**config.mk**
```make
export PLATFORM = sky130hd
export DESIGN_NAME = tri_ras_ctrl
export DESIGN_NICKNAME = d
export VERILOG_FILES = /design/src/rtl/core/tri_ras_pkg.sv /design/src/rtl/core/tri_ras_ctrl.sv
export SDC_FILE = /design/constraint.sdc
export NUM_CORES = 1
export LEC_CHECK = 0
export BUFFER_PORTS_ARGS = -buffer_cell sky130_fd_sc_hd__clkbuf_2
export CORE_MARGIN = 2
export CORE_UTILIZATION = 51
export DETAILED_ROUTE_END_ITERATION = 8
export PLACE_DENSITY = 0.82
export SLEW_MARGIN = 10
export SYNTH_ARGS = -nofsm -noshare
export SYNTH_HDL_FRONTEND = slang
export SYNTH_SLANG_ARGS = --single-unit
```
**constraint.sdc**
```tcl
create_clock -name clk_i -period 1.9 [get_ports clk_i]
set_input_delay 0.095 -clock clk_i [delete_from_list [all_inputs] [get_ports clk_i]]
set_output_delay 0.095 -clock clk_i [all_outputs]
set_load 0.02 [all_outputs]
```
**src/rtl/core/tri_ras_pkg.sv**
```systemverilog
// Package with the shared types and constants of the triangle rasterizer.
`timescale 1ns / 1ps
package tri_ras_pkg;

  localparam logic [1:0] FUNC_DRAW  = 2'd0;
  localparam logic [1:0] FUNC_CLEAR = 2'd1;
  localparam logic [1:0] FUNC_READ  = 2'd2;

  localparam logic signed [23:0] DEPTH_FAR = 24'sh7FFFFF;

  // Datapath commands issued by the controller.
  typedef enum logic [3:0] {
    CMD_NONE,
    CMD_LOAD,
    CMD_CLR_STEP,
    CMD_READ_ISSUE,
    CMD_READ_TAKE,
    CMD_PIX_START,
    CMD_SAMP_EVAL,
    CMD_SAMP_DIV,
    CMD_SAMP_RD,
    CMD_SAMP_WR,
    CMD_SAMP_NEXT,
    CMD_AVG_RD,
    CMD_AVG_ACC,
    CMD_FRAME_WR,
    CMD_PIX_NEXT,
    CMD_DONE_IDLE
  } ras_cmd_e;

  typedef enum logic [4:0] {
    ST_IDLE,
    ST_LOAD,
    ST_CLR,
    ST_RD_ISSUE,
    ST_RD_WAIT,
    ST_RD_TAKE,
    ST_PIX,
    ST_EVAL,
    ST_MUL,
    ST_DIV,
    ST_SRD,
    ST_SRD_WAIT,
    ST_SWR,
    ST_AVG_RD,
    ST_AVG_WAIT,
    ST_AVG_ACC,
    ST_FWR,
    ST_NEXT,
    ST_OUT
  } ras_state_e;

  typedef struct packed {
    logic       in_box;    // current pixel still inside the clipped box
    logic       covered;   // current sample strictly inside
    logic       div_done;
    logic       nearer;    // computed depth nearer than stored one
    logic       last_samp; // sample counter at its last value
    logic       hit;       // pixel has at least one covered sample
    logic       clr_done;
  } ras_status_t;

endpackage

```
**src/rtl/core/tri_ras_ctrl.sv**
```systemverilog
// Controller state machine of the triangle rasterizer.
`timescale 1ns / 1ps
module tri_ras_ctrl (
  input  logic                    clk_i,
  input  logic                    rst_ni,
  input  logic                    in_valid,
  output logic                    in_ready,
  input  logic [1:0]              func_i,
  output logic                    out_valid,
  input  logic                    out_ready,
  input  tri_ras_pkg::ras_status_t status_i,
  output tri_ras_pkg::ras_cmd_e   cmd_o
);
  import tri_ras_pkg::*;

  ras_state_e state_q, state_d;
  logic       boot_q, boot_d;

  always_ff @(posedge clk_i or negedge rst_ni) begin
    if (!rst_ni) begin
      state_q <= ST_CLR;
      boot_q  <= 1'b1;
    end else begin
      state_q <= state_d;
      boot_q  <= boot_d;
    end
  end

  always_comb begin
    state_d   = state_q;
    boot_d    = boot_q;
    cmd_o     = CMD_NONE;
    in_ready  = 1'b0;
    out_valid = 1'b0;
    unique case (state_q)
      ST_IDLE: begin
        in_ready = 1'b1;
        if (in_valid) begin
          cmd_o   = CMD_LOAD;
          state_d = ST_LOAD;
        end
      end
      ST_LOAD: begin
        case (func_i)
          FUNC_DRAW:  state_d = ST_PIX;
          FUNC_CLEAR: state_d = ST_CLR;
          FUNC_READ:  state_d = ST_RD_ISSUE;
          default:    state_d = ST_OUT;
        endcase
      end
      ST_CLR: begin
        cmd_o = CMD_CLR_STEP;
        if (status_i.clr_done) begin
          // The pass after reset produces no result.
          boot_d  = 1'b0;
          state_d = boot_q ? ST_IDLE : ST_OUT;
        end
      end
      ST_RD_ISSUE: begin
        cmd_o   = CMD_READ_ISSUE;
        state_d = ST_RD_TAKE;
      end
      ST_RD_WAIT: state_d = ST_RD_TAKE;
      ST_RD_TAKE: begin
        cmd_o   = CMD_READ_TAKE;
        state_d = ST_OUT;
      end
      ST_PIX: begin
        if (status_i.in_box) begin
          cmd_o   = CMD_PIX_START;
          state_d = ST_EVAL;
        end else begin
          state_d = ST_OUT;
        end
      end
      ST_EVAL: begin
        cmd_o   = CMD_SAMP_EVAL;
        state_d = ST_MUL;
      end
      ST_MUL: begin
        if (status_i.covered) begin
          cmd_o   = CMD_SAMP_DIV;
          state_d = ST_DIV;
        end else begin
          cmd_o = CMD_SAMP_NEXT;
          if (status_i.last_samp) begin
            state_d = status_i.hit ? ST_AVG_RD : ST_NEXT;
          end else begin
            state_d = ST_EVAL;
          end
        end
      end
      ST_DIV: begin
        if (status_i.div_done) begin
          state_d = ST_SRD;
        end
      end
      ST_SRD: begin
        cmd_o   = CMD_SAMP_RD;
        state_d = ST_SRD_WAIT;
      end
      ST_SRD_WAIT: state_d = ST_SWR;
      ST_SWR: begin
        cmd_o = CMD_SAMP_WR;
        if (status_i.last_samp) begin
          state_d = ST_AVG_RD;
        end else begin
          state_d = ST_EVAL;
        end
      end
      ST_AVG_RD: begin
        cmd_o   = CMD_AVG_RD;
        state_d = ST_AVG_WAIT;
      end
      ST_AVG_WAIT: state_d = ST_AVG_ACC;
      ST_AVG_ACC: begin
        cmd_o = CMD_AVG_ACC;
        if (status_i.last_samp) begin
          state_d = ST_FWR;
        end else begin
          state_d = ST_AVG_RD;
        end
      end
      ST_FWR: begin
        cmd_o   = CMD_FRAME_WR;
        state_d = ST_NEXT;
      end
      ST_NEXT: begin
        cmd_o   = CMD_PIX_NEXT;
        state_d = ST_PIX;
      end
      ST_OUT: begin
        out_valid = 1'b1;
        if (out_ready) begin
          cmd_o   = CMD_DONE_IDLE;
          state_d = ST_IDLE;
        end
      end
      default: state_d = ST_IDLE;
    endcase
  end
endmodule

```
==> results.md <==
- Max clock buf depth: 2
- RePlAce Congestion: 0.910
- MaxCap Viol Count: 0
- Most frequent cells in the layout: clkbuf_2 (14), buf_4 (13), a21oi_1 (11)
- Clock slew at reported path FFs: 50 ps
- Leakage: 0.462 nW
- First-pass GRT wire length: 3.59 mm
- Boundary Pins: 19
- CTS tree: built
- Initial DRT Pass Iterations: 4
- Power per cell area: 1580 nW/µm²
- Critical Path AT: 1760 ps
- Synth Cell Area: 763 µm²
- Initial antenna violation count: 0
- Clk sinks: 6
- Drt wl/cell: 14.8 µm
- Crit path max fanout: 11
- Mean area per synthesized cell: 6.81 µm²
- GRT overflow: 0
- Synth cell types: 37
- N_diodes: 0
- Nets: 153
- CORE AREA: 1350 µm²
- Vias per std cell: 6.44
- GR Util All Layers: 0.250
- Status: finished clean
- Yosys reg bits: 6
- DIE HEIGHT: 42.7 µm
- HP Class: in -> reg
- Share of cells above drive strength 1: 0.319
- Die Width: 42.7 µm
- Critical path buffers and inverters: 3
- Yosys warning total: 0
- Initial drt markers: 51
- Post-Syn Instances: 112
- Worst relative slew slack: 0.734
- Crit path required time: 1800 ps
- CTS root buf: clkbuf_4
- Site row count: 13
- Seq/Total Area, Yosys: 0.200
- RSZ-0062 raised after global routing: true
- Fillcell total: 121
- Ranking of synthesized cells by area: dfrtp_1 (13%), a21oi_1 (7.9%), dfstp_2 (6.9%)
- Residual DRC: 0
- Critical path cell sequence: inv_2 > buf_4 > a21oi_1 > nor2_1 > a31oi_1 > o21ai_1 > buf_2
- Fin crit share: 0.976
- Starting utilization of the core area: 0.565
- Design Power: 1.57 mW
- Fin Clk Skew: 6.91 ps
- ANT nets after route: 0
- Final WL: 2.27 mm
- Fin. Hold Viols: 0
- Crit Path Class: reg -> out
- Critical-path top delay cell: dfstp_2
- Commonest non-fill, non-tap cell in the layout: clkbuf_2
- Largest net degree at the start of global routing: 18
- Port bufs: 17
- # setup viols final: 0
- Placed Cells: 148
- CP endpoint kind: output port
- Via count: 985
- Syn nets: 125
- Synth area leader: dfrtp_1
- Startpoint types: flop
- Crit-path leading delay family: flip-flops
- Max VDD drop: 940 µV
- Worst-Skew Late Latency: 240 ps
- Worst Tran Pin Value: 399 ps
- Min Hold Slack: 156 ps
- Die area: 1820 µm²
- Non-Filler Instances: 153
- Final critical-path required period: 1850 ps
- Post-detail-place hpwl: 1.70 mm
- Share of the synthesized area in the top cell type: 0.131
- Vias in the first global route: 831
- CTS buffer count: 3
- Synthesis-to-finish area growth: 30.3%
- Htree depth: 1
- Final Max Slew Viols: 0
- Fmax: 0.539 GHz
- Crit path largest cell delay: 680 ps
report_power, final:
part | internal, mW | switching (mW)
clock network | 0.0713 | 0.0440
logic | 0.528 | 0.668
registers | 0.179 | 0.0782
total | 0.778 | 0.790
cell usage after synthesis:
master and n:
nor2_1 11, nor2b_1 2, or3_4 1, buf_1 1, dfrtp_1 4, a21oi_1 12
nor4_1 3, buf_6 1, inv_1 10, clkbuf_1 4, a32oi_1 3, nand2_1 6
nand4_1 1, o311ai_0 2, mux2i_1 2, o2bb2ai_1 1, dfstp_2 2, a32o_1 1
o22ai_1 2, o22a_1 1, nor3b_1 2, nand3_1 7, nand2b_1 4, or3_1 1
o31ai_2 1, o31a_1 1, a311o_1 1, a21bo_1 1, buf_2 3, nand3b_1 1
o21ai_0 7, a21o_1 2, nor3_1 4, and3_1 1, o211ai_1 2, a31oi_1 3
or3b_4 1
layer usage:
layer | global-route usage | up-vias | routed length [µm]
met5 | 0 | - | 0
met4 | 0.0500 | 0 | 24
met3 | 0.0426 | 4 | 173
met2 | 0.409 | 56 | 1100
met1 | 0.344 | 457 | 979
li1 | - | 468 | -
state kept, by name (all words and copies together) (netlist names):
signal   count
boot_q       1
state_q      5
logic make-up (layout without fill, tap and decap cells):
| family | count (synthesis) | in the layout | synth area share |
|---|---|---|---|
| buffers and inverters | 19 | 45 | 0.108 |
| AND/OR/NAND/NOR | 45 | 45 | 0.313 |
| AO/OA/AOI/OAI | 40 | 40 | 0.352 |
| flip-flops | 6 | 6 | 0.200 |
| multiplexers | 2 | 2 | 0.0262 |
through the flow:
stage          utilization  setup TNS, ps  area, µm²  setup slack, ps
2_1_floorplan            -              0        763             10.7
3_5_place_dp         0.690              0        932              195
6_report             0.737              0        995             46.2
3_3_place_gp         0.690              0        932              224
5_1_grt              0.737          -77.1        995            -47.1
4_1_cts              0.715              0        965             18.0
worst reg2reg max path: stages, from the launching register on:
cell	delay (ps)
dfrtp_1	400
buf_12	160
or3_1	440
o31ai_2	290
nor3b_1	130
a21o_1	170
layout make-up:
class | instances | area [µm²] | area share
Multi-Input combinational cell | 87 | 544 | 0.547
Timing Repair Buffer | 32 | 219 | 0.220
Sequential cell | 6 | 153 | 0.153
Inverter | 10 | 37.5 | 0.0377
Clock buffer | 3 | 22.5 | 0.0226
Tap cell | 15 | 18.8 | 0.0189
path summary, 6_finish.rpt:
| check | endpoint | cells past startpoint | slack, ps | startpoint |
|---|---|---|---|---|
| worst min-delay path | boot_q$_DFFE_PN1P_ | 3 | 160 | status_i[0] |
| min in group asynchronous | state_q[4]$_DFFE_PN0P_ | 2 | 240 | rst_ni |
| worst max register to register | state_q[0]$_DFFE_PN0P_ | 5 | 190 | state_q[3]$_DFFE_PN0P_ |
| worst min register to register | boot_q$_DFFE_PN1P_ | 1 | 470 | boot_q$_DFFE_PN1P_ |
| worst max-delay path | cmd_o[2] | 7 | 50 | state_q[1]$_DFFE_PN1P_ |
| max in group asynchronous | boot_q$_DFFE_PN1P_ | 2 | 1430 | rst_ni |
repair_timing:
action | CTS | global route
hold buffers | 1 | 0
setup endpoints to repair | 0 | 3
hold endpoints to repair | 6 | 0
buffers inserted | 0 | 1
gates resized for setup | 0 | 12
No activity file was read; power rests on OpenSTA's default activity.
